==> src/hdl/venc_pkg.sv <==
`default_nettype none
// ----------------------------------------------------------------------------
// venc_pkg
// Shared types and constants of the variable-length integer encoder.
// ----------------------------------------------------------------------------
package venc_pkg;

  localparam int GroupBits       = 7;
  localparam int ValueBits       = 32;
  localparam int MaxGroups       = 5;
  localparam int ExtBits         = GroupBits * MaxGroups;
  localparam int LenBits         = 3;
  localparam int MaxLenWide      = 5;
  localparam int MaxLenNarrow    = 3;
  localparam int NarrowBits      = 16;
  localparam int QueueDepthDflt  = 2;

  // register indexes on the configuration port
  localparam logic RegSignedMode = 1'b0;
  localparam logic RegWideMode   = 1'b1;

  typedef struct packed {
    logic signed_mode;
    logic wide_mode;
  } venc_cfg_t;

  // one classified value: sign- or zero-extended to five groups, plus length
  typedef struct packed {
    logic [ExtBits-1:0] value;
    logic [LenBits-1:0] len;
  } venc_entry_t;

  typedef struct packed {
    logic full;
    logic empty;
  } venc_qstat_t;

endpackage : venc_pkg
`default_nettype wire

==> src/hdl/venc_front.sv <==
`default_nettype none
// ----------------------------------------------------------------------------
// venc_front
// Accepts input values, extends them per mode and picks the encoded length.
// ----------------------------------------------------------------------------
module venc_front (
  input  var venc_pkg::venc_cfg_t   cfg,
  input  wire logic                 in_valid,
  output logic                      in_ready,
  input  wire logic [31:0]          value_bits,
  input  var venc_pkg::venc_qstat_t qstat,
  output logic                      push,
  output venc_pkg::venc_entry_t     push_entry
);
  import venc_pkg::*;

  logic [ExtBits-1:0] x;
  logic [MaxGroups-1:0] fit;
  logic [LenBits-1:0] len;
  logic [LenBits-1:0] max_len;

  always_comb begin
    if (cfg.wide_mode) begin
      x = cfg.signed_mode ? {{(ExtBits-ValueBits){value_bits[ValueBits-1]}}, value_bits}
                          : {{(ExtBits-ValueBits){1'b0}}, value_bits};
    end else begin
      x = cfg.signed_mode ?
          {{(ExtBits-NarrowBits){value_bits[NarrowBits-1]}}, value_bits[NarrowBits-1:0]} :
          {{(ExtBits-NarrowBits){1'b0}}, value_bits[NarrowBits-1:0]};
    end
  end

  // check each candidate length independently
  always_comb begin
    logic [ExtBits-1:0] mask_u;
    logic [ExtBits-1:0] mask_s;
    fit = '0;
    for (int k = 1; k < MaxGroups; k++) begin
      mask_u = {ExtBits{1'b1}} << (GroupBits * k);
      mask_s = {ExtBits{1'b1}} << (GroupBits * k - 1);
      if (cfg.signed_mode) begin
        fit[k] = ((x & mask_s) == '0) || ((x & mask_s) == mask_s);
      end else begin
        fit[k] = (x & mask_u) == '0;
      end
    end
  end

  // smallest fitting length, capped by the mode's maximum
  always_comb begin
    max_len = cfg.wide_mode ? LenBits'(MaxLenWide) : LenBits'(MaxLenNarrow);
    len = max_len;
    for (int k = MaxGroups - 1; k >= 1; k--) begin
      if (fit[k] && (LenBits'(k) < max_len)) begin
        len = LenBits'(k);
      end
    end
  end

  assign in_ready         = !qstat.full;
  assign push             = in_valid && in_ready;
  assign push_entry.value = x;
  assign push_entry.len   = len;

endmodule : venc_front
`default_nettype wire

==> src/hdl/venc_queue.sv <==
`default_nettype none
// ----------------------------------------------------------------------------
// venc_queue
// Small FIFO between the classifying front and the byte serializer.
// ----------------------------------------------------------------------------
module venc_queue #(
  parameter int Depth = venc_pkg::QueueDepthDflt
) (
  input  wire logic                  clk,
  input  wire logic                  rst,
  input  wire logic                  push,
  input  var venc_pkg::venc_entry_t  push_entry,
  input  wire logic                  pop,
  output venc_pkg::venc_entry_t      head,
  output venc_pkg::venc_qstat_t      qstat
);
  import venc_pkg::*;

  localparam int PtrBits = (Depth > 1) ? $clog2(Depth) : 1;
  localparam int CntBits = $clog2(Depth + 1);

  venc_entry_t        mem [Depth];
  logic [PtrBits-1:0] wr_ptr;
  logic [PtrBits-1:0] rd_ptr;
  logic [CntBits-1:0] count;

  always_ff @(posedge clk) begin
    if (push) begin
      mem[wr_ptr] <= push_entry;
    end
  end

  always_ff @(posedge clk) begin
    if (rst) begin
      wr_ptr <= '0;
      rd_ptr <= '0;
      count  <= '0;
    end else begin
      if (push) begin
        wr_ptr <= (wr_ptr == PtrBits'(Depth - 1)) ? '0 : wr_ptr + 1'b1;
      end
      if (pop) begin
        rd_ptr <= (rd_ptr == PtrBits'(Depth - 1)) ? '0 : rd_ptr + 1'b1;
      end
      if (push && !pop) begin
        count <= count + 1'b1;
      end else if (pop && !push) begin
        count <= count - 1'b1;
      end
    end
  end

  assign head        = mem[rd_ptr];
  assign qstat.full  = (count == CntBits'(Depth));
  assign qstat.empty = (count == '0);

endmodule : venc_queue
`default_nettype wire

==> src/hdl/venc_back.sv <==
`default_nettype none
// ----------------------------------------------------------------------------
// venc_back
// Serializes queued values into encoded bytes, one per cycle unless the output stalls or the queue is empty.
// ----------------------------------------------------------------------------
module venc_back (
  input  wire logic                  clk,
  input  wire logic                  rst,
  input  var venc_pkg::venc_entry_t  head,
  input  var venc_pkg::venc_qstat_t  qstat,
  output logic                       pop,
  output logic                       out_valid,
  input  wire logic                  out_ready,
  output logic [7:0]                 out_byte,
  output logic                       last_byte
);
  import venc_pkg::*;

  logic               busy;
  logic [ExtBits-1:0] value;
  logic [LenBits-1:0] rem;

  logic               load;
  logic [ExtBits-1:0] src_value;
  logic [LenBits-1:0] src_len;
  logic               src_last;

  assign load      = (!out_valid || out_ready) && (busy || !qstat.empty);
  assign pop       = load && !busy;
  assign src_value = busy ? value : head.value;
  assign src_len   = busy ? rem : head.len;
  assign src_last  = (src_len == LenBits'(1));

  always_ff @(posedge clk) begin
    if (rst) begin
      busy      <= 1'b0;
      out_valid <= 1'b0;
    end else begin
      if (load) begin
        out_valid <= 1'b1;
        busy      <= !src_last;
      end else if (out_ready) begin
        out_valid <= 1'b0;
      end
    end
  end

  always_ff @(posedge clk) begin
    if (load) begin
      out_byte  <= {!src_last, src_value[GroupBits-1:0]};
      last_byte <= src_last;
      value     <= src_value >> GroupBits;
      rem       <= src_len - 1'b1;
    end
  end

endmodule : venc_back
`default_nettype wire

==> src/hdl/varint_encoder_top.sv <==
`default_nettype none
// Path: an accepted value is first written into the queue, and its first byte
//   is then registered in the back end before it appears on the output.
// Throughput: one byte per cycle unless out_ready stalls or the queue is empty;
//   a value yields 1 to 5 bytes, its length, from the single back-end serializer.
// Reset: synchronous, active high; clears the queue and output valid, and
//   sets signed_mode to 0 and wide_mode to 1.
// ----------------------------------------------------------------------------
// varint_encoder_top
// LEB128-style encoder of 16- or 32-bit integers with an APB config port.
// ----------------------------------------------------------------------------
module varint_encoder_top #(
  parameter int QueueDepth = venc_pkg::QueueDepthDflt
) (
  input  wire logic        clk,
  input  wire logic        rst,
  input  wire logic        psel,
  input  wire logic        penable,
  input  wire logic        pwrite,
  input  wire logic [2:0]  paddr,
  input  wire logic [31:0] pwdata,
  output logic [31:0]      prdata,
  output logic             pready,
  input  wire logic        in_valid,
  output logic             in_ready,
  input  wire logic [31:0] value_bits,
  output logic             out_valid,
  input  wire logic        out_ready,
  output logic [7:0]       out_byte,
  output logic             last_byte
);
  import venc_pkg::*;

  venc_cfg_t   cfg;
  venc_qstat_t qstat;
  venc_entry_t push_entry;
  venc_entry_t head;
  logic        push;
  logic        pop;
  logic        reg_sel;

  assign pready  = 1'b1;
  assign reg_sel = paddr[2];

  always_ff @(posedge clk) begin
    if (rst) begin
      cfg.signed_mode <= 1'b0;
      cfg.wide_mode   <= 1'b1;
    end else if (psel && penable && pwrite) begin
      unique case (reg_sel)
        RegSignedMode: cfg.signed_mode <= pwdata[0];
        RegWideMode:   cfg.wide_mode   <= pwdata[0];
        default: ;
      endcase
    end
  end

  always_comb begin
    unique case (reg_sel)
      RegSignedMode: prdata = {31'b0, cfg.signed_mode};
      RegWideMode:   prdata = {31'b0, cfg.wide_mode};
      default:       prdata = '0;
    endcase
  end

  venc_front u_front (
    .cfg        (cfg),
    .in_valid   (in_valid),
    .in_ready   (in_ready),
    .value_bits (value_bits),
    .qstat      (qstat),
    .push       (push),
    .push_entry (push_entry)
  );

  venc_queue #(
    .Depth (QueueDepth)
  ) u_queue (
    .clk        (clk),
    .rst        (rst),
    .push       (push),
    .push_entry (push_entry),
    .pop        (pop),
    .head       (head),
    .qstat      (qstat)
  );

  venc_back u_back (
    .clk       (clk),
    .rst       (rst),
    .head      (head),
    .qstat     (qstat),
    .pop       (pop),
    .out_valid (out_valid),
    .out_ready (out_ready),
    .out_byte  (out_byte),
    .last_byte (last_byte)
  );

endmodule : varint_encoder_top
`default_nettype wire
==> config.mk <==
export PLATFORM = sky130hd
export DESIGN_NAME = varint_encoder_top
export DESIGN_NICKNAME = d
export VERILOG_FILES = /design/src/hdl/venc_pkg.sv /design/src/hdl/venc_front.sv /design/src/hdl/venc_queue.sv /design/src/hdl/venc_back.sv /design/src/hdl/varint_encoder_top.sv
export SDC_FILE = /design/constraint.sdc
export NUM_CORES = 1
export LEC_CHECK = 0
export ABC_AREA = 0
export BUFFER_PORTS_ARGS = -buffer_cell sky130_fd_sc_hd__clkbuf_2
export CORE_MARGIN = 4
export CORE_UTILIZATION = 50
export DETAILED_ROUTE_END_ITERATION = 12
export PLACE_DENSITY = 0.82
export SLEW_MARGIN = 20
export SYNTH_ARGS = -nofsm -noshare
export SYNTH_HDL_FRONTEND = slang
export SYNTH_SLANG_ARGS = --single-unit
==> constraint.sdc <==
create_clock -name clk -period 3.83 [get_ports clk]
set_input_delay 0.766 -clock clk [delete_from_list [all_inputs] [get_ports clk]]
set_output_delay 0.766 -clock clk [all_outputs]
set_load 0.02 [all_outputs]
# [Word-level counts from Yosys, hierarchy flattened]
# Memory sizes are Yosys's and may differ from the RTL's. A register that Yosys moved wholly into a read port is not among the register bits.
# Cells that the tools add are included.
[classes] add_sub_neg=5 order_cmp=4 eq_ne=6 muxes=25 n_bitwise=1 reduce_logical=37
[ops] op="$logic_not A35 Y1" n=8
[ops] op="$mux W35" n=3
[ops] op="$pmux W32 S2" n=1
[ops] op="$eq A29 B29 Y1 const B" n=1
[ops] op="$mux W28" n=1
[ops] op="$eq A22 B22 Y1 const B" n=1
[ops] op="$mux W3" n=6
[ops] op="$eq A15 B15 Y1 const B" n=1
[ops] op="$mux W1" n=12
[ops] op="$logic_and A1 B1 Y1" n=11
[ops] op="$eq A8 B8 Y1 const B" n=1
[ops] op="$logic_not A1 Y1" n=7
[ops] op="$logic_or A1 B1 Y1" n=6
[ops] op="$lt A2 B3 Y1 const A" n=2
[ops] op="$mux W2" n=2
[ops] op="$reduce_and A2 Y1" n=2
[ops] op="$reduce_bool A2 Y1" n=2
[ops] op="$eq A3 B1 Y1 const B" n=1
[ops] op="$lt A1 B3 Y1 const A" n=1
[ops] op="$lt A3 B3 Y1 const A" n=1
[ops] op="$sub A3 B1 Y3 const B" n=1
[ops] op="$add A1 B1 Y1 const B" n=2
[ops] op="$add A2 B1 Y2 const B" n=1
[ops] op="$eq A2 B2 Y1 const B" n=1
[ops] op="3 further kinds" n=3
[totals] register_bits=48 ram_bits=76 inputBits=74 output_inout_bits=44 word_cells=91 mem_count=1
[mem_list] name="u_queue.mem" depth=2 width=38 rd=1 rd_ports_with_merged_regs=1 wr=1 line_no="venc_queue.sv:22" source="venc_entry_t mem [Depth];"

# [Depth between registers and ports, before layout]
[logic_depth] depth_word=10 depth_mapped=8 depth_no_buf=7

# [Hierarchy]
# From an unflattened synthesis, not the netlist that was laid out.
[unflattened] cells_unflattened=392 area_unflattened_um2=5700.5
[modules_own_cells] module="venc_queue" n_inst=1 cells_each=140 area_each_um2=2952.8 seq_area_each_um2=2382.3
[modules_own_cells] module="venc_back" n_inst=1 cells_each=101 area_each_um2=1767.9 seq_area_each_um2=1241.2
[modules_own_cells] module="venc_front" n_inst=1 cells_each=106 area_each_um2=625.6 seq_area_each_um2=0.0
[modules_own_cells] module="varint_encoder_top" n_inst=1 cells_each=45 area_each_um2=354.1 seq_area_each_um2=40.0

# [Worst setup path before layout]
# No wires, ideal clock.
[synth_timing] path_type="input -> register" from="input out_ready" to="register u_back.last_byte, enable pin" setup_ns=0.435 arrival_time_ns=2.476 required_time_ns=3.395 setup_slack_ns=0.919 path_stages=2 path_buffers=0 path_cell_list="nor2b_1 -> nor2_1"
[synth_between] elab_chain_len=2
[synth_rtl] element="start: declaration" line_no="varint_encoder_top.sv:28" source="input wire logic out_ready,"
[synth_rtl] element="$logic_or A1 B1 Y1" line_no="venc_back.sv:28" source="assign load = (!out_valid || out_ready) && (busy || !qstat.empty);"
[synth_rtl] element="$logic_and A1 B1 Y1" line_no="venc_back.sv:28"
[synth_rtl] element="via u_back.load" line_no="venc_back.sv:23" source="logic load;"
[synth_rtl] element="end signal: assignment" line_no="venc_back.sv:51" source="last_byte <= src_last;"
[synth_rtl] element="end: declaration" line_no="venc_back.sv:15" source="output logic last_byte"
# The timed path passes the listed nets, and every way through them passes these cells.
# A chain may end at the register's enable or synchronous reset.

==> results.md <==
- The internal power of the cells totals 0.00324 W.
- The count of cells in the finished layout, fillers not included, comes to 593.
- Global routing used between 15 and 20% of the available tracks across all layers.
- In this run the static leakage power is approximately 2.3 nW.
- The count of cells resized by post-cts repair is 0.
- The clock root buffer master is sky130_fd_sc_hd__clkbuf_8.
- The antenna diode count is 0.
- On the worst path, the slowest cell contributes a delay of 0.91 ns.
- The later-pin clock latency in the skew report is ~0.52 ns.
- For this configuration, the core starts out at a cell density of about 52%.
- The final net count is 525.
- Setup repair after global routing left no endpoint under its margin.
- The worst-path maximum fanout is 30.
- The final number of setup-violating endpoints is 0.
- The synthesis-stage register bit count is 119.
- Max-cap violations in this run came to 0.
- The flip-flop cell with the highest count after synthesis is sky130_fd_sc_hd__edfxtp_1.
- In this run, flip-flops and latches consume 45.5% of the power.
- After synthesis, the mean cell area works out to 13.2 µm².
- Summed over all layers, the global routing overflow is 0.
- TritonCTS built the clock tree.
- The unique cell type count in the Yosys netlist is 45.
- The flip-flop and latch area is 0.00349 mm².
- The average wire per cell in the routed design is 16.1 µm.
- The count of H-tree levels built during CTS is 4.
- Compared with the post-synthesis result, the final layout area differs by 16.4%.
- On the final layout, the worst hold slack is 0.443 ns.
- The tightest min-delay check is of the primary input to flop type.
- After detailed routing, the number of remaining DRC violations is 0.
- The switching power is 0.00131 W.
- The clock slew at the register clock pins of the worst setup and hold paths is 0.06 ns.
- The startpoint-to-endpoint class of the critical path is flop to flop.
- The internal reg-to-reg setup slack is 0.99 ns.
- From bottom edge to top edge, the die measures 110 µm.
- Counting flops with an async set or reset pin after synthesis yields a share of 0%.
- The number of global-route vias before repair came to 2981.
- Counting both buffers and inverters, the worst setup path holds a total of 0.
- The number of enable-type register cells in the synthesized netlist is 110.
- The worst setup path is launched from a flop.
- The maximum number of pins on one net before global-route repair is between 60 and 70.
- Summed over all layers, the routed wires come to ~9500 µm.
- The I/O pin count is 118.
- The count of hold-fix buffers inserted at cts is 0.
- After synthesis, the cell types taking the most area are sky130_fd_sc_hd__edfxtp_1, sky130_fd_sc_hd__mux2i_1, sky130_fd_sc_hd__buf_4.
- IR analysis of the VDD net gives a maximum drop of 340 µV.
- The number of iterations in the first detailed-routing pass is 4.
- The x dimension of the die is ~110 µm.
- The total count of max-transition violations in the final report is 0.
- The count of nets left with antenna violations after detail routing is 0.
- After floorplanning, the core was sized to cover 0.00991 mm².
- The final critical delay including setup and external delays is 2.84 ns.
- The data required time at the worst endpoint is a little over 4 ns.
- The post-CTS setup-driven buffer insertion count is 0.
- Summing every instance area after synthesis gives just over 0.005 mm².
- The slowest stage of the critical path is the sky130_fd_sc_hd__dfxtp_1 cell.
- The placed instance area is roughly 0.0054 mm².
- The finished cells cover 0.00600 mm².
- The flow ran to the end, and the final reports show no timing, DRC or antenna violations.
- The signal on the critical path passes through nand3_1 > or4_1 > o21a_1 > o31a_1 > o21a_1.
- The initialized floorplan defines 36 standard-cell rows.
- Net switching is 28.9% of the power.
- The instance count after placement with tap cells included is 561.
- The cell area power density is 758 mW/mm².
- The sum of net half-perimeters after detailed placement is 5930 µm.
- The initial antenna violation count is 0.
- The final critical-path share of the clock period is between 70% and 80%.
- Across all layers, the routed design uses 3129 vias.
- The number of hold violations in the final report was 0.
- After detailed routing, the number of vias per cell comes to 5.28.
- The part of the Yosys area used for sequential elements is around two thirds.
- The share of Yosys cell area claimed by the top area cell type is 64.1%.
- The number of I/O port buffers is 52.
- The highest clock rate is 353 MHz.
- The setup clock skew after layout is 0.0136 ns.
- The worst-case headroom to the max-slew limit is 39.4%.
- The share of cells above drive strength 1 is between 20% and 30%.
- The biggest area contributor in the post-synthesis netlist is sky130_fd_sc_hd__edfxtp_1.
- The setup TNS is 0 ns.
- The clock sink total is around 120.
- The largest delay contributor family on the critical path is flip-flops.
- The cell occurring most often along the worst timing path is sky130_fd_sc_hd__o21a_1.
- The worst setup path is captured at a flop.
- Data arrives at the worst endpoint at 3.09 ns.
- The clock network fraction of total power is between 30% and 40%.
- The area of the multi-input gates is 0.00146 mm².
- The longest clock path from root to sink contains 2 buffers.
- TritonCTS created 17 clock buffers.
- The layout has approximately 760 filler cells.
- During synthesis, Yosys emitted a total of 0 warnings.
- In this run, the number of DRC markers left after iteration 0 of detailed routing was 180.
- The wire length of the first global-routing pass is 14600 µm.
- At the end of routability-driven placement, the weighted congestion stood at 0.920.
- The die covers 0.0120 mm².
- The number of instances in the synthesized netlist is 391.
- For the pin with the worst max-slew slack, the measured transition is 0.908 ns.
- Per report_power, the combinational group accounts for 21.6% of the total.
flip-flops by register name, summed over array words and instances, names as in the netlist, named ones only:
signal	count
u_back.value	26
u_queue.rd_ptr	1
u_queue.count	2
u_queue.wr_ptr	1
cfg	2
u_back.rem	3
u_back.out_byte	8
u_queue.mem	72
u_back.out_valid	1
u_back.last_byte	1
u_back.busy	1
worst register-to-register path, stage by stage (launching register included):
cell	delay, ns
sky130_fd_sc_hd__dfxtp_1	0.91
sky130_fd_sc_hd__nand3_1	0.24
sky130_fd_sc_hd__or4_1	0.62
sky130_fd_sc_hd__o21a_1	0.23
sky130_fd_sc_hd__o31a_1	0.33
sky130_fd_sc_hd__o21a_1	0.23
layout by cell type, fill, tap and decap left out, drive strengths merged, types with 4 or more instances in the layout:
master / instances
buf: 5
o21ai: 27
clkinv: 6
nor2b: 6
xor2: 4
dfxtp: 9
edfxtp: 110
inv: 6
mux2i: 34
or4: 4
a21oi: 4
nand4: 5
nor2: 20
clkbuf: 72
nand2: 62
conb: 32
synth_stat cells (3+ instances only):
| master | instances |
|---|---|
| sky130_fd_sc_hd__a211oi_1 | 3 |
| sky130_fd_sc_hd__a21oi_1 | 4 |
| sky130_fd_sc_hd__a31oi_1 | 3 |
| sky130_fd_sc_hd__buf_1 | 3 |
| sky130_fd_sc_hd__buf_4 | 33 |
| sky130_fd_sc_hd__clkbuf_1 | 10 |
| sky130_fd_sc_hd__dfxtp_1 | 9 |
| sky130_fd_sc_hd__edfxtp_1 | 110 |
| sky130_fd_sc_hd__ha_1 | 3 |
| sky130_fd_sc_hd__inv_1 | 6 |
| sky130_fd_sc_hd__mux2i_1 | 34 |
| sky130_fd_sc_hd__nand2_1 | 61 |
| sky130_fd_sc_hd__nand3_1 | 3 |
| sky130_fd_sc_hd__nand4_1 | 5 |
| sky130_fd_sc_hd__nor2_1 | 20 |
| sky130_fd_sc_hd__nor2b_1 | 6 |
| sky130_fd_sc_hd__nor3_1 | 3 |
| sky130_fd_sc_hd__o211ai_1 | 3 |
| sky130_fd_sc_hd__o21a_1 | 3 |
| sky130_fd_sc_hd__o21ai_0 | 27 |
| sky130_fd_sc_hd__or3_1 | 3 |
| sky130_fd_sc_hd__or4_1 | 4 |
| sky130_fd_sc_hd__xor2_1 | 4 |
per-layer routing:
| metal | vias up | share of wire [%] | track usage [%] |
|---|---|---|---|
| li1 | 1483 | - | - |
| met1 | 1473 | 40 | 19.7 |
| met2 | 151 | 50 | 27.7 |
| met3 | 22 | 7.6 | 4.87 |
| met4 | 0 | 2.2 | 7.48 |
| met5 | - | 0 | 0 |
per-stage QoR:
stage	util (%)	setup WS, ns	power [W]
2_1_floorplan	-	0.919	0.00279
3_5_place_dp	54.7	1.06	0.00308
6_report	60.6	0.995	0.00455
3_3_place_gp	54.7	1.09	0.00302
4_1_cts	60.4	1.01	0.00458
5_1_grt	60.6	0.846	0.00479
path summary, 6_finish.rpt:
| kind | start | cells past startpoint | end |
|---|---|---|---|
| max | cfg[0]$_SDFFE_PP1P_ | 5 | u_queue.mem[0][1]$_DFFE_PP_ |
| min reg2reg | u_queue.rd_ptr$_SDFFE_PP0P_ | 2 | u_queue.rd_ptr$_SDFFE_PP0P_ |
| max reg2reg | cfg[0]$_SDFFE_PP1P_ | 5 | u_queue.mem[0][1]$_DFFE_PP_ |
| min | value_bits[1] | 1 | u_queue.mem[0][4]$_DFFE_PP_ |
power groups by stage:
| stage | sequential [W] | combinational [W] | clock [W] |
|---|---|---|---|
| final | 0.00207 | 0.000984 | 0.00149 |
| after global routing | 0.00211 | 0.00111 | 0.00158 |
| after CTS | 0.00208 | 0.000988 | 0.00151 |
| after detailed placement | 0.00210 | 0.000979 | 0 |
| after global placement | 0.00208 | 0.000937 | 0 |
| after floorplan | 0.00211 | 0.000679 | 0 |
logic make-up after synthesis:
| family | after synthesis | synth area share (%) |
|---|---|---|
| other | 2 | 0.146 |
| muxes | 36 | 7.04 |
| buffers and inverters | 55 | 6.60 |
| AOI/OAI and AO/OA | 53 | 6.34 |
| adders and majority gates | 3 | 0.728 |
| DFF | 119 | 67.6 |
| and+or+nand+nor | 118 | 10.7 |
| xor gates and xnor gates | 5 | 0.849 |
final cells by class:
| class | instances | share of cell area [%] |
|---|---|---|
| tap | 133 | 2.77 |
| clock buffer | 20 | 7.09 |
| timing repair buffer | 57 | 5.17 |
| multi-input combinational | 247 | 24.3 |
| sequential | 119 | 58.1 |
| inverter | 6 | 0.375 |
| clock inverter | 11 | 2.21 |
Note: power is estimated with default switching activity, not from simulation.
